### src/design/dppm_pkg.sv
// shared types and constants of the disc pulse power meter
package dppm_pkg;

  localparam int unsigned TimeBitsDef = 32;
  localparam int unsigned QuoBits     = 32;
  localparam int unsigned CntBits     = $clog2(QuoBits);
  localparam int unsigned PowerBits   = 24;

  localparam logic [15:0] MinOffRst  = 16'd100;
  localparam logic [31:0] EnergyRst  = 32'd24000000;
  localparam logic [PowerBits-1:0] PowerMax = {PowerBits{1'b1}};

  // register indexes of the write port
  localparam logic CfgMinOff = 1'b0;
  localparam logic CfgEnergy = 1'b1;

  // sensor level codes as kept in the tracker
  localparam logic [1:0] LvlLow     = 2'd0;
  localparam logic [1:0] LvlHigh    = 2'd1;
  localparam logic [1:0] LvlUnknown = 2'd2;

  typedef struct packed {
    logic        level;
    logic [31:0] time_ms;
  } in_t;

  typedef struct packed {
    logic [31:0]          period_ms;
    logic [PowerBits-1:0] power_w;
    logic [31:0]          off_len_ms;
    logic [31:0]          on_len_ms;
  } out_t;

endpackage

### src/design/dppm_track.sv
// phase timing and disc mark detection
module dppm_track #(
  parameter int unsigned TimeBits = dppm_pkg::TimeBitsDef
) (
  input  logic                clk_i,
  input  logic                rst_ni,
  input  logic                accept_i,
  input  logic                level_i,
  input  logic [TimeBits-1:0] now_i,
  input  logic [15:0]         min_off_i,
  output logic                fire_o,
  output logic [TimeBits-1:0] period_o,
  output logic [TimeBits-1:0] off_len_o,
  output logic [TimeBits-1:0] on_len_o
);
  import dppm_pkg::*;

  logic [1:0]          prev_q, prev_d;
  logic                seen_q, seen_d;
  logic [TimeBits-1:0] mark_q, mark_d;
  logic [TimeBits-1:0] on_start_q, on_start_d, on_len_q, on_len_d;
  logic [TimeBits-1:0] off_start_q, off_start_d, off_len_q, off_len_d;
  logic                on_trk_q, on_trk_d, off_trk_q, off_trk_d;
  logic [TimeBits+15:0] min_ext;
  logic                qual, mark_edge;

  assign min_ext   = {{TimeBits{1'b0}}, min_off_i};
  assign qual      = off_len_q > min_ext[TimeBits-1:0];
  assign mark_edge = qual && !level_i && (prev_q == LvlHigh);

  assign fire_o    = accept_i && mark_edge && seen_q;
  assign period_o  = now_i - mark_q;
  assign off_len_o = off_len_q;
  assign on_len_o  = on_len_q;

  always_comb begin
    prev_d      = prev_q;
    seen_d      = seen_q;
    mark_d      = mark_q;
    on_start_d  = on_start_q;
    on_len_d    = on_len_q;
    on_trk_d    = on_trk_q;
    off_start_d = off_start_q;
    off_len_d   = off_len_q;
    off_trk_d   = off_trk_q;
    if (mark_edge) begin
      prev_d = LvlLow;
      mark_d = now_i;
      seen_d = 1'b1;
    end else if (qual && level_i) begin
      prev_d = LvlHigh;
    end
    if (!level_i) begin
      if (!on_trk_q) begin
        on_start_d = now_i;
        on_trk_d   = 1'b1;
        off_trk_d  = 1'b0;
        on_len_d   = '0;
      end else begin
        on_len_d = now_i - on_start_q;
      end
    end else begin
      if (!off_trk_q) begin
        off_start_d = now_i;
        off_trk_d   = 1'b1;
        on_trk_d    = 1'b0;
        off_len_d   = '0;
      end else begin
        off_len_d = now_i - off_start_q;
      end
    end
  end

  always_ff @(posedge clk_i or negedge rst_ni) begin
    if (!rst_ni) begin
      prev_q      <= LvlUnknown;
      seen_q      <= 1'b0;
      mark_q      <= '0;
      on_start_q  <= '0;
      on_len_q    <= '0;
      on_trk_q    <= 1'b0;
      off_start_q <= '0;
      off_len_q   <= '0;
      off_trk_q   <= 1'b0;
    end else if (accept_i) begin
      prev_q      <= prev_d;
      seen_q      <= seen_d;
      mark_q      <= mark_d;
      on_start_q  <= on_start_d;
      on_len_q    <= on_len_d;
      on_trk_q    <= on_trk_d;
      off_start_q <= off_start_d;
      off_len_q   <= off_len_d;
      off_trk_q   <= off_trk_d;
    end
  end

endmodule

### src/design/dppm_div.sv
// bit-serial restoring divider, one quotient bit per cycle
module dppm_div #(
  parameter int unsigned TimeBits = dppm_pkg::TimeBitsDef
) (
  input  logic                         clk_i,
  input  logic                         rst_ni,
  input  logic                         start_i,
  input  logic [dppm_pkg::QuoBits-1:0] dividend_i,
  input  logic [TimeBits-1:0]          divisor_i,
  output logic                         idle_o,
  output logic                         res_valid_o,
  input  logic                         res_ready_i,
  output logic [dppm_pkg::QuoBits-1:0] quotient_o
);
  import dppm_pkg::*;

  typedef enum logic [1:0] {
    DivIdle,
    DivRun,
    DivDone
  } div_state_e;

  div_state_e          state_q;
  logic [CntBits-1:0]  cnt_q;
  logic [TimeBits-1:0] rem_q, dvs_q;
  logic [QuoBits-1:0]  quo_q;
  logic [TimeBits:0]   trial, diff;
  logic                qbit;

  // shift the next dividend bit into the partial remainder and try a subtract
  assign trial = {rem_q, quo_q[QuoBits-1]};
  assign diff  = trial - {1'b0, dvs_q};
  assign qbit  = !diff[TimeBits];

  assign idle_o      = (state_q == DivIdle);
  assign res_valid_o = (state_q == DivDone);
  assign quotient_o  = quo_q;

  always_ff @(posedge clk_i or negedge rst_ni) begin
    if (!rst_ni) begin
      state_q <= DivIdle;
      cnt_q   <= '0;
    end else begin
      unique case (state_q)
        DivIdle: begin
          if (start_i) begin
            state_q <= DivRun;
            cnt_q   <= CntBits'(QuoBits - 1);
          end
        end
        DivRun: begin
          cnt_q <= cnt_q - 1'b1;
          if (cnt_q == '0) begin
            state_q <= DivDone;
          end
        end
        DivDone: begin
          if (res_ready_i) begin
            state_q <= DivIdle;
          end
        end
        default: state_q <= DivIdle;
      endcase
    end
  end

  always_ff @(posedge clk_i) begin
    if (state_q == DivIdle && start_i) begin
      rem_q <= '0;
      dvs_q <= divisor_i;
      quo_q <= dividend_i;
    end else if (state_q == DivRun) begin
      rem_q <= qbit ? diff[TimeBits-1:0] : trial[TimeBits-1:0];
      quo_q <= {quo_q[QuoBits-2:0], qbit};
    end
  end

endmodule

### src/design/disc_pulse_power_meter_unit.sv
// top level of the disc pulse power meter
// latency: a sample that causes no result is done in the cycle it is taken; a sample that
// completes a revolution starts the divider; its result is registered as a beat
// throughput: one sample per cycle while the divider is idle; the 32-step serial
// divider holds off new samples after a mark until the output register takes its result
// reset: asynchronous, clears phase tracking, mark state and config to defaults
module disc_pulse_power_meter_unit #(
  parameter int unsigned TimeBits = dppm_pkg::TimeBitsDef
) (
  input  logic           clk_i,
  input  logic           rst_ni,
  input  logic           in_valid_i,
  output logic           in_ready_o,
  input  dppm_pkg::in_t  in_data_i,
  output logic           out_valid_o,
  input  logic           out_ready_i,
  output dppm_pkg::out_t out_data_o,
  input  logic           cfg_we_i,
  input  logic           cfg_idx_i,
  input  logic [31:0]    cfg_wdata_i
);
  import dppm_pkg::*;

  // configuration registers
  logic [15:0] min_off_q;
  logic [31:0] energy_q;

  // sample side
  logic                 in_acc;
  logic [TimeBits+31:0] time_ext;
  logic [TimeBits-1:0]  now;

  // tracker results
  logic                fire;
  logic [TimeBits-1:0] period, off_len, on_len;

  // divider handshake
  logic               div_idle, div_valid, div_ready;
  logic [QuoBits-1:0] quo;

  // fields held while the divide runs
  logic [31:0] pend_period_q, pend_off_q, pend_on_q;
  logic [TimeBits+31:0] period_ext, off_ext, on_ext;

  // output register
  out_t            out_q;
  logic            out_valid_q;
  logic [PowerBits-1:0] power;

  // a new sample is taken whenever the divider is free, even with a beat waiting
  assign in_ready_o = div_idle;
  assign in_acc     = in_valid_i && in_ready_o;

  // timestamps are kept modulo 2^TimeBits
  assign time_ext = {{TimeBits{1'b0}}, in_data_i.time_ms};
  assign now      = time_ext[TimeBits-1:0];

  always_ff @(posedge clk_i or negedge rst_ni) begin
    if (!rst_ni) begin
      min_off_q <= MinOffRst;
      energy_q  <= EnergyRst;
    end else if (cfg_we_i) begin
      unique case (cfg_idx_i)
        CfgMinOff: min_off_q <= cfg_wdata_i[15:0];
        CfgEnergy: energy_q  <= cfg_wdata_i;
        default:   ;
      endcase
    end
  end

  dppm_track #(
    .TimeBits (TimeBits)
  ) u_track (
    .clk_i     (clk_i),
    .rst_ni    (rst_ni),
    .accept_i  (in_acc),
    .level_i   (in_data_i.level),
    .now_i     (now),
    .min_off_i (min_off_q),
    .fire_o    (fire),
    .period_o  (period),
    .off_len_o (off_len),
    .on_len_o  (on_len)
  );

  // power = energy / period; a zero period yields all ones and saturates below
  dppm_div #(
    .TimeBits (TimeBits)
  ) u_div (
    .clk_i       (clk_i),
    .rst_ni      (rst_ni),
    .start_i     (fire),
    .dividend_i  (energy_q),
    .divisor_i   (period),
    .idle_o      (div_idle),
    .res_valid_o (div_valid),
    .res_ready_i (div_ready),
    .quotient_o  (quo)
  );

  // reported fields are the low 32 bits of the time differences
  assign period_ext = {32'd0, period};
  assign off_ext    = {32'd0, off_len};
  assign on_ext     = {32'd0, on_len};

  always_ff @(posedge clk_i) begin
    if (fire) begin
      pend_period_q <= period_ext[31:0];
      pend_off_q    <= off_ext[31:0];
      pend_on_q     <= on_ext[31:0];
    end
  end

  // saturate the quotient to the power field
  assign power = (quo[QuoBits-1:PowerBits] != '0) ? PowerMax : quo[PowerBits-1:0];

  // the divider hands over when the output register is empty or draining
  assign div_ready = !out_valid_q || out_ready_i;

  always_ff @(posedge clk_i or negedge rst_ni) begin
    if (!rst_ni) begin
      out_valid_q <= 1'b0;
    end else if (div_valid && div_ready) begin
      out_valid_q <= 1'b1;
    end else if (out_ready_i) begin
      out_valid_q <= 1'b0;
    end
  end

  always_ff @(posedge clk_i) begin
    if (div_valid && div_ready) begin
      out_q.period_ms  <= pend_period_q;
      out_q.power_w    <= power;
      out_q.off_len_ms <= pend_off_q;
      out_q.on_len_ms  <= pend_on_q;
    end
  end

  assign out_valid_o = out_valid_q;
  assign out_data_o  = out_q;

endmodule
### config.mk
export PLATFORM = sky130hd
export DESIGN_NAME = disc_pulse_power_meter_unit
export DESIGN_NICKNAME = d
export VERILOG_FILES = /design/src/design/dppm_pkg.sv /design/src/design/dppm_track.sv /design/src/design/dppm_div.sv /design/src/design/disc_pulse_power_meter_unit.sv
export SDC_FILE = /design/constraint.sdc
export NUM_CORES = 1
export LEC_CHECK = 0
export ABC_AREA = 1
export BUFFER_PORTS_ARGS = -buffer_cell sky130_fd_sc_hd__buf_2
export CAP_MARGIN = 20
export CELL_PAD_IN_SITES_DETAIL_PLACEMENT = 1
export CELL_PAD_IN_SITES_GLOBAL_PLACEMENT = 1
export CORE_ASPECT_RATIO = 1.2
export CORE_MARGIN = 2
export CORE_UTILIZATION = 48
export CTS_BUF_LIST = sky130_fd_sc_hd__clkbuf_4 sky130_fd_sc_hd__clkbuf_8
export CTS_CLUSTER_DIAMETER = 80
export CTS_CLUSTER_SIZE = 8
export DETAILED_ROUTE_END_ITERATION = 6
export PLACE_DENSITY_LB_ADDON = 0.1
export SLEW_MARGIN = 20
export SYNTH_ARGS = -nofsm -noshare
export SYNTH_HDL_FRONTEND = slang
export SYNTH_SLANG_ARGS = --single-unit
### constraint.sdc
create_clock -name clk_i -period 6.7 [get_ports clk_i]
set_input_delay 0.67 -clock clk_i [delete_from_list [all_inputs] [get_ports clk_i]]
set_output_delay 0.67 -clock clk_i [all_outputs]
set_load 0.005 [all_outputs]
Word level (Yosys, flattened, before mapping). Index checks and enable logic that the tools add are counted.

$add $sub $neg: 5. $lt $le $gt $ge: 1. Equality and inequality tests: 8. Multiplexer cells: 19. Bitwise operators: 4. Reduce and logical (&&, ||, !) cells: 31.

Operators with widths (count): $mux 32 (5); $sub 32x32->32 (3); $sub 33x32->33 (1); $gt 32x16->1 (1); $reduce_and 2->1 (9); $mux 2 (5); $pmux 5 s2 (1); $reduce_and 3->1 (3); $logic_and 1x1->1 (8); $reduce_bool 2->1 (4); $reduce_bool 8->1 (1); $mux 1 (6); $ne 2x1->1 const B (3); $pmux 2 s3 (1); $logic_not 5->1 (1); $mux 5 (1); $sub 5x1->5 const B (1); $eq 2x1->1 const B (2); $ne 2x2->1 const B (2); $not 1->1 (4); $logic_not 1->1 (3); $eq 2x2->1 const B (1); $logic_not 2->1 (1); $logic_or 1x1->1 (1).

Flip-flop bits (word level): 533. Bits of input ports: 71. Output and inout bits: 122. Word-level logic and storage cells: 92.

Depth between registers and ports, before layout. Gate-level depths: netlist (run 1).

Depth after elaboration: 7. Mapped depth: 18. Mapped depth without buffers: 17.

Modules after synthesis. A second synthesis (run 1) with hierarchy kept.

Cell total of the unflattened synthesis: 3711. Area, all modules: 29313.1 sq um.

By module, submodules not included: dppm_track (times used 1, cells an instance 2201, area an instance 13690.6 sq um, sequential area each 4130.2 sq um); disc_pulse_power_meter_unit (times used 1, cells an instance 472, area an instance 8659.6 sq um, sequential area each 7728.7 sq um); dppm_div (times used 1, cells an instance 1038, area an instance 6962.9 sq um, sequential area each 2737.6 sq um).

Least setup slack after synthesis (run 1). OpenSTA, ideal clock, no wires.

Kind: input -> register. Start point: input port out_ready_i. End point: register out_q, in the netlist out_data_o[0] (enable). Library setup time: 0.602 ns. Arrival time: 5.684 ns. Required time: 6.098 ns. Slack: 0.414 ns. Stages: 2. Path buffers: 0. Cell sequence: nor2_1 -> nor2_1.

Word-level cells in the longest chain between the ends: 2.

RTL lines: from (decl) (line disc_pulse_power_meter_unit.sv:16) `input logic out_ready_i,`; $logic_or 1x1->1 (line disc_pulse_power_meter_unit.sv:118) `assign div_ready = !out_valid_q || out_ready_i;`; $logic_and 1x1->1 (line disc_pulse_power_meter_unit.sv:131) `if (div_valid && div_ready) begin`; to (decl) (line disc_pulse_power_meter_unit.sv:46) `out_t out_q;`.

Every way passes these cells. A chain may end at the register's enable or synchronous reset.

Worst setup path after layout (run 1).
Start point: register min_off_q[6]. End point: register u_div.quo_q[31] (netlist: u_div.quotient_o[31]) (enable).

Word-level cells in the longest chain between the ends: 7.

RTL lines: from (decl) (line disc_pulse_power_meter_unit.sv:25) `logic [15:0] min_off_q;`; from (signal assigned) (line disc_pulse_power_meter_unit.sv:60) `min_off_q <= MinOffRst;`; from (signal assigned) (line disc_pulse_power_meter_unit.sv:64) `CfgMinOff: min_off_q <= cfg_wdata_i[15:0];`; $gt 32x16->1 (line dppm_track.sv:28) `assign qual = off_len_q > min_ext[TimeBits-1:0];`; $logic_and 1x1->1 (2 in series) (line dppm_track.sv:29) `assign mark_edge = qual && !level_i && (prev_q == LvlHigh);`; $logic_and 1x1->1 (2 in series) (line dppm_track.sv:31) `assign fire_o = accept_i && mark_edge && seen_q;`; $logic_and 1x1->1 (line dppm_div.sv:68) `if (state_q == DivIdle && start_i) begin`; $reduce_bool 2->1 (no line); to (signal assigned) (line dppm_div.sv:71) `quo_q <= dividend_i;`; to (signal assigned) (line dppm_div.sv:74) `quo_q <= {quo_q[QuoBits-2:0], qbit};`; to (decl) (line dppm_div.sv:26) `logic [QuoBits-1:0] quo_q;`.

Every way passes these cells.

==> results.env, run 1 <==
FILLER_CELL_COUNT=7027
POWER_INTERNAL_mW=8.225
FINAL_NETS=3740
NET_COUNT_AFTER_SYNTHESIS=3515
WORST_SETUP_PATH_START_KIND='flop'
SKEW_PAIR_LATE_INSERTION_DELAY_NS=0.71
SYNTH_REGISTER_BITS=533
INITIAL_CELL_DENSITY_OF_THE_CORE=0.4827
R2R_CELLS=12
SYNTH_CELL_TYPES=52
FLOORPLAN.DIE_AREA_SQ_UM=60420
REGAREA_SQ_UM=14600
HOLDBUFCOUNTCTS=0
DETAIL_ROUTE.FIRST_PASS.ITERATIONS=5
PRE_CTS_SLACK_NS=2.817
POST_CTS_RESIZE_COUNT=0
CTS_NUM_SINKS=533
SYN2LAYOUT_AREA_GROWTH_PCT=12.05
COMBPWRFRAC=0.466
GRT_USE_TOTAL=0.3025
SETUP_SLACK_NS=2.948
SYNTH_EDF_COUNT=280
MIN_PATH_TYPE='in2async'
CLOCK_SKEW_NS=0.05453
DIE-WIDTH_UM=224.7
CLKPWRFRAC=0.187
CORE-AREA_SQ_UM=58130
SETUP-VIOLATIONS-FINAL=0
VIOLATIONS='hold timing'
TIMING.MAX_SLEW.REL_SLACK=0.3243
HOLD_VIOLATIONS=4
PERIOD_MINUS_SLACK_NS=3.752
HTREEDEPTH=3
NUMBER_OF_VIAS_PER_CELL=5.387
DPL_HPWL_MM=70.10
CP.REQUIRED_NS=7.06
SYNTH_CELLS=3297
ASYNC_FLOP_SHARE=0.4146
USE_MET1=0.3593
WORSTPATHMAXFANOUT=43
DRT_ITER0_MARKERS=1127
GRT_USE_MET3=0.03400
ENDPOINT_KIND='flop'
CLKTRANSATPATHREGS_NS=0.08
FIN_SETUP_TNS_NS=0
FIRST_PASS_GRT_WIRE_LENGTH_MM=139.6
FINISH.INSTANCE_AREA_SQ_UM=31440
PORT-BUFFER-COUNT=192
INITIAL_ANTENNA_VIOLATION_COUNT=2
SYNTH.YOSYS.SEQ_AREA_SHARE=0.5202
CLOCK_TREE_FROM_TRITONCTS='built'
MAX_FREQ_GHz=0.2665
CLOCK_TREE_ROOT_BUFFER_CELL='sky130_fd_sc_hd__clkbuf_8'
ROW_COUNT=97
GLOBALROUTEOVERFLOWTOTAL=0
POST-ROUTE-PERIOD-UTIL=0.5600
WORST_PIN_SLEW_NS=1.011
POST-CTS-SETUP-BUFFER-COUNT=0
POWER.NET_SWITCHING_mW=6.574
GRT_PASS1_VIAS=25150
HOLD_SLACK_NS=-0.03320
BUSIEST_LAYER='met2'
PLACEDINSTANCEAREA_SQ_UM=29820
P_LEAK_nW=15.04
IO_PINS=193
SYNTH_FF_TYPE='sky130_fd_sc_hd__edfxtp_1'
DRC=0
DETAIL_ROUTE.WIRELENGTH_MM=90.42
TOTAL_POWER_PER_UNIT_CELL_AREA_nW_PER_UM2=470.6
SYN_AREA_SQ_UM=28060
SLEW_VIOL_FINAL=0
TOTAL_POWER_mW=14.80
SYNTH.YOSYS.WARNINGS=0
FINAL_ANTENNA_VIOLATING_NET_COUNT=0
RUN_STATUS='finished with violations'
REGISTER_SHARE_OF_TOTAL_POWER=0.347
CRIT_TYPE='reg2reg'
DRV_CAP=0
CTS_BUFFER_DEPTH=3
CRITPATHARRIVALTIME_NS=4.12
MULTI_INPUT_AREA_SQ_UM=11230
GP_CONGESTION=0.9521
DIE_HEIGHT_UM=268.9
TRITONCTS.NUM_BUFFERS=77
SYN_AREA_PER_CELL_SQ_UM=8.511
GROUTE.LAYER.MET2.USAGE=0.5605
DRIVE_ABOVE_1_SHARE=0.1172
POST_DRT_WL_PER_CELL_UM=20.90
GRT_SETUP_UNREPAIRED='false'
PIN_COUNT_OF_THE_BIGGEST_NET_ENTERING_GLOBAL_ROUTING=111
IR_DROP_uV=297.9
POWER.SHARE.SWITCHING=0.4442
VIA_COUNT=23310
## power by group through the flow
stage                     registers [mW]  clock network, mW  logic, mW
final                               5.13               2.77       6.89
after global routing                5.23               2.98       7.72
after CTS                           5.13               2.84       6.90
after detailed placement            5.19                  0       6.85
after global placement              5.12                  0       6.59
after floorplan                     4.97                  0       4.78
## final cells by class
class                      instances  area share
sequential                       533      0.4642
tap                              742     0.02953
inverter                         519     0.06203
timing repair buffer             210     0.03557
clock buffer                     132     0.04743
clock inverter                     8    0.003900
multi-input combinational       2181      0.3572
antenna                            2   0.0001592
## layer usage
layer | vias up | wire length, um
li1 | 11180 | -
met1 | 11520 | 37210
met2 | 447 | 47100
met3 | 165 | 2859
met4 | 0 | 3245
met5 | - | 0
## final timing paths
path	startpoint	end	slack (ns)
worst max-delay path	min_off_q[6]	u_div.quotient_o[31]	2.95
worst min-delay path	rst_ni	u_track.on_len_o[28]	-0.03
worst max register to register	min_off_q[6]	u_div.quotient_o[31]	2.95
worst min register to register	pend_off_q[13]	out_data_o[45]	0.40
max in group asynchronous	rst_ni	u_track.mark_q[0]	5.19
min in group clk_i	out_ready_i	out_valid_o	0.18
## per-stage QoR
| step | cells | util |
|---|---|---|
| 2_1_floorplan | 3297 | - |
| 3_3_place_gp | 4185 | 0.5130 |
| 3_5_place_dp | 4185 | 0.5130 |
| 4_1_cts | 4325 | 0.5408 |
| 5_1_grt | 4326 | 0.5408 |
| 6_report | 4327 | 0.5409 |
## placed cells by master (no fill, tap or decap), types with 22 or more instances in the layout
cell type	count
sky130_fd_sc_hd__nand2_1	1001
sky130_fd_sc_hd__o21ai_1	30
sky130_fd_sc_hd__dfrtp_1	207
sky130_fd_sc_hd__nor2_1	180
sky130_fd_sc_hd__nor3_1	29
sky130_fd_sc_hd__o21bai_1	22
sky130_fd_sc_hd__inv_1	509
sky130_fd_sc_hd__xnor2_1	22
sky130_fd_sc_hd__nand4_1	29
sky130_fd_sc_hd__clkbuf_4	52
sky130_fd_sc_hd__xor2_1	24
sky130_fd_sc_hd__buf_2	191
sky130_fd_sc_hd__o21ai_0	208
sky130_fd_sc_hd__a21oi_1	163
sky130_fd_sc_hd__clkbuf_8	80
sky130_fd_sc_hd__edfxtp_1	280
sky130_fd_sc_hd__ha_1	143
sky130_fd_sc_hd__nand3_1	205
sky130_fd_sc_hd__dfxtp_1	32
## critical path: stages (launching register included)
cell                      delay [ns]
sky130_fd_sc_hd__dfstp_2        0.54
sky130_fd_sc_hd__inv_1          0.05
sky130_fd_sc_hd__ha_1           0.27
sky130_fd_sc_hd__nand2_1        0.08
sky130_fd_sc_hd__nor2_1         0.18
sky130_fd_sc_hd__nand2_1        0.07
sky130_fd_sc_hd__nand2_1        0.08
sky130_fd_sc_hd__nand2_1        0.06
sky130_fd_sc_hd__nand3_1        0.14
sky130_fd_sc_hd__nand4_4        0.42
sky130_fd_sc_hd__buf_4          0.48
sky130_fd_sc_hd__nand2_1        0.58
sky130_fd_sc_hd__buf_4          0.43
## cell usage after synthesis, types with 29 or more instances
| master | instances | area [sq um] |
|---|---|---|
| sky130_fd_sc_hd__a21oi_1 | 163 | 815.8 |
| sky130_fd_sc_hd__clkbuf_1 | 37 | 138.9 |
| sky130_fd_sc_hd__dfrtp_1 | 207 | 5180 |
| sky130_fd_sc_hd__dfxtp_1 | 32 | 640.6 |
| sky130_fd_sc_hd__edfxtp_1 | 280 | 8408 |
| sky130_fd_sc_hd__ha_1 | 143 | 1789 |
| sky130_fd_sc_hd__inv_1 | 509 | 1911 |
| sky130_fd_sc_hd__nand2_1 | 1001 | 3757 |
| sky130_fd_sc_hd__nand3_1 | 205 | 1026 |
| sky130_fd_sc_hd__nand4_1 | 29 | 181.4 |
| sky130_fd_sc_hd__nor2_1 | 181 | 679.4 |
| sky130_fd_sc_hd__nor3_1 | 30 | 150.1 |
| sky130_fd_sc_hd__o21ai_0 | 208 | 1041 |
| sky130_fd_sc_hd__o21ai_1 | 30 | 150.1 |
## registers in the layout, indices dropped and copies added, names as in the netlist, 32 cells and up
signal	count
out_data_o	120
pend_on_q	32
u_track.off_start_q	32
u_track.off_len_o	32
u_div.quotient_o	32
u_track.mark_q	32
u_div.dvs_q	32
u_track.on_start_q	32
u_div.rem_q	32
energy_q	32
pend_off_q	32
u_track.on_len_o	32
pend_period_q	32
## cell families after synthesis
family | after synthesis | synth area share
AND/OR/NAND/NOR | 1501 | 0.2209
buffers and inverters | 583 | 0.08061
flip-flops | 533 | 0.5202
AO/OA/AOI/OAI | 471 | 0.09091
adder cells (fa/ha/maj) | 147 | 0.06661
XOR/XNOR | 46 | 0.01436
multiplexers | 16 | 0.006420
Power figures use the tool's default switching activity.
==> inputs of run 2 (changes only) <==
ABC_AREA = 0   (was 1)
CORE_UTILIZATION = 46   (was 48)
clock period = 3.2 ns   (was 6.7 ns; I/O delays follow)
==> run 2 against run 1 <==
Compared with the run above:
- largest power group unchanged
- sequential power grew 100%
- synthesized cell count is 33% lower
- critical path type is now in2reg
- utilization increased by 1.1 points
- final cell count fell by 23%
- sequential cell count did not move
- critical endpoint is now u_track.off_len_o[25]
- the run now ends clean
- non-clock buffer count grew 125
==> results.env, run 2 <==
RUN_STATUS='finished, final reports clean'
CTS_BUFFER_DEPTH=3
SETUP-VIOLATIONS-FINAL=0
TRITONCTS.NUM_BUFFERS=76
MOST-COMMON-LAYOUT-CELLS='280 x sky130_fd_sc_hd__edfxtp_1, 207 x sky130_fd_sc_hd__dfrtp_1, 204 x sky130_fd_sc_hd__nand2_1'
DIE-WIDTH_UM=219.8
CTS_NUM_SINKS=533
FLOORPLAN.DIE_AREA_SQ_UM=57810
WORST_SETUP_PATH_START_KIND='input pin'
CRITPATHARRIVALTIME_NS=3.57
NUMBER_OF_CELLS_ON_THE_WORST_HOLD_PATH=3
SYNTH_EDF_COUNT=280
DRIVE_ABOVE_1_SHARE=0.2188
SYNTH.YOSYS.SEQ_AREA_SHARE=0.5677
SYN_AREA_SQ_UM=25710
CRIT_TYPE='in2reg'
DPL_HPWL_MM=50.15
WORST_PIN_SLEW_NS=0.9025
SYNTH.LARGEST_AREA_CELL='sky130_fd_sc_hd__edfxtp_1'
DRT_ITER0_MARKERS=876
NUMBER_OF_VIAS_PER_CELL=5.455
ENDPOINT_KIND='flop'
TOTAL_POWER_mW=28.37
REGAREA_SQ_UM=14600
TOTAL_POWER_PER_UNIT_CELL_AREA_nW_PER_UM2=934.3
CLOCK_SKEW_NS=0.03948
TIMING.RR.START='u_div.quotient_o[31]'
HTREEDEPTH=3
DPL.CELL_COUNT=3126
SYNTH_CELL_TYPES=82
SKEW_PAIR_LATE_INSERTION_DELAY_NS=0.69
HOLD_END='out_valid_o'
GRT_SETUP_UNREPAIRED='false'
SYNTH_TOP_CELL_AREA_SHARE=0.3270
SYNTH_REGISTER_BITS=533
FILLER_CELL_COUNT=5821
R2R_CELLS=12
YOSYSMOSTFREQUENTCELL='sky130_fd_sc_hd__edfxtp_1'
SYN2LAYOUT_AREA_GROWTH_PCT=18.09
SYNTHTOPCELLSBYCOUNT='280 x sky130_fd_sc_hd__edfxtp_1, 207 x sky130_fd_sc_hd__dfrtp_1, 204 x sky130_fd_sc_hd__nand2_1'
GRT_PASS1_VIAS=19970
CORE-AREA_SQ_UM=55040
SYN_AREA_PER_CELL_SQ_UM=11.57
SLEW_VIOL_FINAL=0
WIRELENGTH_MET1_MM=29.61
FINAL_ANTENNA_VIOLATING_NET_COUNT=0
DETAIL_ROUTE.WIRELENGTH_MM=69.66
MIN_PATH_TYPE='in2reg'
HOLD_SLACK_NS=0.06844
VIA_COUNT=18280
PRE_CTS_SLACK_NS=-0.01649
MET3_WIRELENGTH_MM=2.256
HOLD_VIOLATIONS=0
TIMING.MAX_SLEW.REL_SLACK=0.3971
IR_DROP_uV=435.3
PERIOD_MINUS_SLACK_NS=3.025
R2R_END='u_div.quotient_o[0]'
PIN_COUNT_OF_THE_BIGGEST_NET_ENTERING_GLOBAL_ROUTING=81
MULTI_INPUT_AREA_SQ_UM=10200
FINAL_NETS=2786
ROW_COUNT=94
FINAL_COMMON_CELL='sky130_fd_sc_hd__edfxtp_1'
HIGHEST_LAYER='met4'
CLOCK_TREE_FROM_TRITONCTS='built'
POST_DRT_WL_PER_CELL_UM=20.79
WORSTPATHMAXFANOUT=6
CP.REQUIRED_NS=3.74
FIRST_PASS_GRT_WIRE_LENGTH_MM=108.9
INITIAL_ANTENNA_VIOLATION_COUNT=3
P_LEAK_nW=12.80
GP_CONGESTION=0.8984
GLOBALROUTEOVERFLOWTOTAL=0
MAX_FREQ_GHz=0.3306
CLOCK_TREE_ROOT_BUFFER_CELL='sky130_fd_sc_hd__clkbuf_8'
INITIAL_CELL_DENSITY_OF_THE_CORE=0.4671
NET_COUNT_AFTER_SYNTHESIS=2441
SYNTH_CELLS=2223
SYNTH.YOSYS.WARNINGS=0
DRV_CAP=0
DETAIL_ROUTE.FIRST_PASS.ITERATIONS=5
SYNTH_FF_TYPE='sky130_fd_sc_hd__edfxtp_1'
FINAL-INSTANCE-COUNT-EXCL-FILL=3351
DIE_HEIGHT_UM=263.0
ASYNC_FLOP_SHARE=0.4146
CLKTRANSATPATHREGS_NS=0.06
GRT_USE_TOTAL=0.2418
SETUP_SLACK_NS=0.1748
IO_PINS=193
PORT-BUFFER-COUNT=192
SYNTH.TOP_CELLS.BY_AREA='sky130_fd_sc_hd__edfxtp_1 33%, sky130_fd_sc_hd__dfrtp_1 20%, sky130_fd_sc_hd__ha_1 7.0%, sky130_fd_sc_hd__mux2_2 4.4%, sky130_fd_sc_hd__o21ai_0 3.9%'
POST-ROUTE-PERIOD-UTIL=0.9454
R2R_SLACK_NS=0.18
NUMBER_OF_FLIP_FLOPS_UNDER_THE_LARGEST_REGISTER_NAME=120
HOLD_PATH.STARTPOINT='out_ready_i'
DRC=0
DR_WL_MET2_MM=36.02
run 2: changes by cell type after synthesis, sizes merged, moves of 20 or more:
| cell | before | now |
|---|---|---|
| a21o | 7 | 64 |
| a21oi | 165 | 96 |
| inv | 518 | 185 |
| mux2 | 16 | 101 |
| mux2i | 0 | 25 |
| nand2 | 1015 | 204 |
| nand3 | 206 | 60 |
| nor2 | 184 | 70 |
| o21ai | 239 | 214 |
| o31ai | 3 | 23 |
| or2 | 5 | 31 |
| xnor2 | 22 | 57 |
run 2: worst max path at each step:
stage | start | depth (start not counted) | endpoint | slack [ns]
floorplan | u_track.off_len_o[9] | 11 | pend_off_q[0] | -0.47
global placement | in_data_i[0] | 13 | pend_period_q[30] | 0.03
detailed placement | in_data_i[0] | 14 | u_track.on_len_o[30] | -0.02
CTS | u_track.mark_q[1] | 11 | u_div.dvs_q[31] | 0.08
global route | u_div.quotient_o[31] | 13 | u_div.rem_q[4] | 0.0007
finish | in_data_i[1] | 13 | u_track.off_len_o[25] | 0.17
run 2: cells by family (layout without fill, tap and decap cells):
logic type	after synthesis	after routing	synth area share
AOI/OAI and AO/OA	562	562	0.1403
DFF	533	533	0.5677
and+or+nand+nor	509	509	0.09524
buffers and inverters	253	658	0.03835
adders and majority gates	147	147	0.07271
muxes	126	126	0.05397
xor gates and xnor gates	93	93	0.03168
other	0	3	0
run 2: through the flow:
step | TNS [ns] | util | area [sq um]
5_1_grt | 0 | 0.5516 | 30360
3_5_place_dp | -0.02768 | 0.5065 | 27880
4_1_cts | 0 | 0.5489 | 30210
6_report | 0 | 0.5516 | 30360
3_3_place_gp | 0 | 0.5065 | 27880
2_1_floorplan | -45.61 | - | 25740
run 2: routing by layer:
| layer | vias to the layer above | GRT usage |
|---|---|---|
| met5 | - | 0 |
| met4 | 0 | 0.08326 |
| met3 | 105 | 0.03651 |
| met2 | 279 | 0.4297 |
| met1 | 9182 | 0.2972 |
| li1 | 8714 | - |
run 2: report_power, final:
part           internal [mW]  switching, mW  leakage (nW)
logic                   5.34           7.01          6.49
clock network           2.90           2.65         0.840
registers               9.46           1.00          5.46
run 2: timing repair:
action	4_1_cts	5_1_grt
setup buffers	0	5
gates resized for setup	0	11
setup endpoints to repair	0	37
hold buffers	77	0
endpoints found under the hold margin	178	0
run 2: final cells by class:
class,instances,share of cell area
Antenna cell,3,0.0002473
Clock buffer,131,0.04826
Clock inverter,7,0.003050
Inverter,185,0.02300
Multi-Input combinational cell,1437,0.3359
Sequential cell,533,0.4808
Tap cell,720,0.02967
Timing Repair Buffer,335,0.07908
run 2: worst max-delay path, cell delays in order:
cell and delay (ns):
sky130_fd_sc_hd__dlygate4sd3_1 0.56, sky130_fd_sc_hd__buf_2 0.16, sky130_fd_sc_hd__buf_4 0.17, sky130_fd_sc_hd__ha_1 0.29, sky130_fd_sc_hd__nor2b_1 0.14, sky130_fd_sc_hd__o31a_1 0.30, sky130_fd_sc_hd__o31ai_4 0.35, sky130_fd_sc_hd__o31ai_4 0.10
sky130_fd_sc_hd__a211oi_1 0.38, sky130_fd_sc_hd__or2_1 0.19, sky130_fd_sc_hd__o21ai_1 0.14, sky130_fd_sc_hd__a21o_1 0.21, sky130_fd_sc_hd__a211o_1 0.25
==> inputs of run 3 (changes only) <==
CORE_ASPECT_RATIO = default   (was 1.2)
CTS_CLUSTER_SIZE = default   (was 8)
RECOVER_POWER = 100   (was default)
==> run 3 against run 2 <==
Compared with the run above:
- utilization increased by 0.20 points
- the run now ends with capacitance limit, slew limit left
- register-to-register slack lost 0.09 ns
- setup slack worse by 0.084 ns
- highest routed layer is now met5
- critical endpoint is now u_div.dvs_q[29]
- maximum frequency down 2.7%
==> results.env, run 3 (synthesis gave the netlist of run 2 again) <==
GLOBALROUTEOVERFLOWTOTAL=0
FINAL_COMMON_CELL='sky130_fd_sc_hd__edfxtp_1'
DIE-WIDTH_UM=240.4
CP.REQUIRED_NS=3.62
PERIOD_MINUS_SLACK_NS=3.109
WORST_SETUP_PATH_START_KIND='flop'
VIOLATIONS='capacitance limit, slew limit'
CORE-AREA_SQ_UM=55200
REGAREA_SQ_UM=14600
HOLD_END='u_track.off_start_q[13]'
CLKTRANSATPATHREGS_NS=0.06
CRIT_PATH_TOP_DELAY_CELL='sky130_fd_sc_hd__a2111oi_1'
GRT_USE_TOTAL=0.2521
WORSTPATHMAXFANOUT=3
PORT-BUFFER-COUNT=192
PIN_COUNT_OF_THE_BIGGEST_NET_ENTERING_GLOBAL_ROUTING=74
R2R_CELLS=10
MAX_FREQ_GHz=0.3216
FIN_SETUP_TNS_NS=0
TRITONCTS.NUM_BUFFERS=90
VIA_COUNT=18400
POST_DRT_WL_PER_CELL_UM=21.02
SYN2LAYOUT_AREA_GROWTH_PCT=18.87
CELL_CHAIN_CRITICAL_PATH='inv_1 -> ha_1 -> a2111oi_1 -> a22oi_2 -> a221o_1 -> a41oi_2 -> o211ai_2 -> a31oi_2 -> a21oi_1 -> xor2_1'
HOLD_PATH.STARTPOINT='in_data_i[13]'
CLOCK_TREE_FROM_TRITONCTS='built'
ROW_COUNT=86
SETUP-VIOLATIONS-FINAL=0
DRV_CAP=1
DRIVE_ABOVE_1_SHARE=0.1884
GP_CONGESTION=0.8732
SKEW_PAIR_LATE_INSERTION_DELAY_NS=0.71
MULTI_INPUT_AREA_SQ_UM=10210
TOTAL_POWER_PER_UNIT_CELL_AREA_nW_PER_UM2=969.4
DIE_HEIGHT_UM=240.4
DETAIL_ROUTE.WIRELENGTH_MM=71.63
R2R_SLACK_NS=0.09
SLEW_VIOL_FINAL=73
FILLER_CELL_COUNT=5857
CLOCK_SKEW_NS=0.03106
MOST-COMMON-LAYOUT-CELLS='280 x sky130_fd_sc_hd__edfxtp_1, 207 x sky130_fd_sc_hd__dfrtp_1, 204 x sky130_fd_sc_hd__nand2_1'
IR_DROP_uV=375.7
DRT_ITER0_MARKERS=808
ENDPOINT_KIND='flop'
DETAIL_ROUTE.FIRST_PASS.ITERATIONS=5
FIRST_PASS_GRT_WIRE_LENGTH_MM=112.1
GRT_PASS1_VIAS=19890
INITIAL_ANTENNA_VIOLATION_COUNT=2
RUN_STATUS='finished with violations'
FINAL_ANTENNA_VIOLATING_NET_COUNT=0
HOLD_VIOLATIONS=0
CLOCK_TREE_ROOT_BUFFER_CELL='sky130_fd_sc_hd__clkbuf_8'
TIMING.MAX_SLEW.REL_SLACK=-0.3966
MIN_PATH_TYPE='in2reg'
CTS_NUM_SINKS=533
WORST_PIN_SLEW_NS=2.095
R2R_END='u_div.dvs_q[29]'
HTREEDEPTH=3
DRC=0
GRT_SETUP_UNREPAIRED='true'
P_LEAK_nW=12.72
CP_SLOWEST_STAGE_DELAY_NS=0.55
FLOORPLAN.DIE_AREA_SQ_UM=57800
CRIT_PATH_BUF_INV_COUNT=1
CRITPATHARRIVALTIME_NS=3.53
LAYOUT.CORE_UTILIZATION=0.5536
PATH_DELAY_FAMILY='compound AO/OA/AOI/OAI gates'
CTS_BUFFER_DEPTH=3
POST-ROUTE-PERIOD-UTIL=0.9717
HOLD_SLACK_NS=0.1357
NUMBER_OF_VIAS_PER_CELL=5.400
CRIT_TYPE='reg2reg'
FINAL_NETS=2800
DPL_HPWL_MM=51.05
NUMBER_OF_CELLS_ON_THE_WORST_HOLD_PATH=4
INITIAL_CELL_DENSITY_OF_THE_CORE=0.4658
IO_PINS=193
TIMING.RR.START='u_track.mark_q[6]'
NUMBER_OF_FLIP_FLOPS_UNDER_THE_LARGEST_REGISTER_NAME=120
## run 3: cell types whose count changed in the layout (fill, tap and decap cells not counted), moves of 3 or more
| cell | delta |
|---|---|
| sky130_fd_sc_hd__clkbuf_1 | +99 |
| sky130_fd_sc_hd__buf_2 | -92 |
| sky130_fd_sc_hd__clkbuf_8 | +23 |
| sky130_fd_sc_hd__clkinv_1 | +12 |
| sky130_fd_sc_hd__dlygate4sd3_1 | -12 |
| sky130_fd_sc_hd__clkbuf_4 | -11 |
| sky130_fd_sc_hd__clkbuf_2 | +7 |
| sky130_fd_sc_hd__clkinv_2 | +5 |
| sky130_fd_sc_hd__dfstp_1 | +5 |
| sky130_fd_sc_hd__dfstp_2 | -5 |
| sky130_fd_sc_hd__clkinv_8 | -4 |
| sky130_fd_sc_hd__buf_12 | -3 |
| sky130_fd_sc_hd__bufinv_16 | +3 |
| sky130_fd_sc_hd__inv_12 | +3 |
## run 3: worst max-delay path by stage
stage                               from                   to  slack [ns]  cells past startpoint
floorplan           u_track.off_len_o[9]        pend_off_q[0]       -0.47                     11
global placement            in_data_i[0]    pend_period_q[30]        0.04                     13
detailed placement          in_data_i[0]    pend_period_q[30]       -0.06                     13
CTS                 u_div.quotient_o[31]      u_div.rem_q[12]        0.06                     13
global route        u_div.quotient_o[31]  u_div.quotient_o[0]       -0.04                     12
finish                 u_track.mark_q[6]      u_div.dvs_q[29]        0.09                     10
## run 3: per-stage QoR
| stage | area (sq um) | worst slack, ns | instances | power (mW) |
|---|---|---|---|---|
| after global routing | 30560 | -0.04371 | 3408 | 31.71 |
| after floorplan | 25740 | -0.4659 | 2223 | 18.91 |
| final | 30560 | 0.09059 | 3408 | 29.63 |
| after global placement | 28020 | 0.04093 | 3167 | 22.10 |
| after detailed placement | 28020 | -0.06075 | 3167 | 22.67 |
| after CTS | 30610 | 0.05961 | 3401 | 29.41 |
## run 3: final cells by class
cell class | count | area share
Antenna cell | 1 | 0.00008188
Clock buffer | 142 | 0.05535
Clock inverter | 27 | 0.008106
Inverter | 185 | 0.02285
Multi-Input combinational cell | 1437 | 0.3340
Sequential cell | 533 | 0.4776
Tap cell | 748 | 0.03062
Timing Repair Buffer | 335 | 0.07136
## run 3: report_power, final
part           internal (mW)  switching, mW  leakage, nW
clock                   3.64           2.88         1.03
combinational           5.40           7.26         6.22
sequential              9.47          0.982         5.46
total                   18.5           11.1         12.7
## run 3: worst min-delay path, cell delays in order
cell and delay [ns]:
sky130_fd_sc_hd__buf_2 0.15, sky130_fd_sc_hd__buf_4 0.18, sky130_fd_sc_hd__nand2_1 0.05, sky130_fd_sc_hd__o21ai_0 0.08
## run 3: timing repair
action,CTS,global route
hold buffers,65,0
hold endpoints to repair,183,0
gates resized for setup,0,16
setup buffers,0,3
endpoints found under the setup margin,0,65
## run 3: metal layers
metal | vias up | wire [um] | GRT usage
met5 | - | 7 | 0
met4 | 2 | 2198 | 0.08903
met3 | 140 | 2359 | 0.03835
met2 | 327 | 35080 | 0.4262
met1 | 9168 | 31980 | 0.3300
li1 | 8766 | - | -
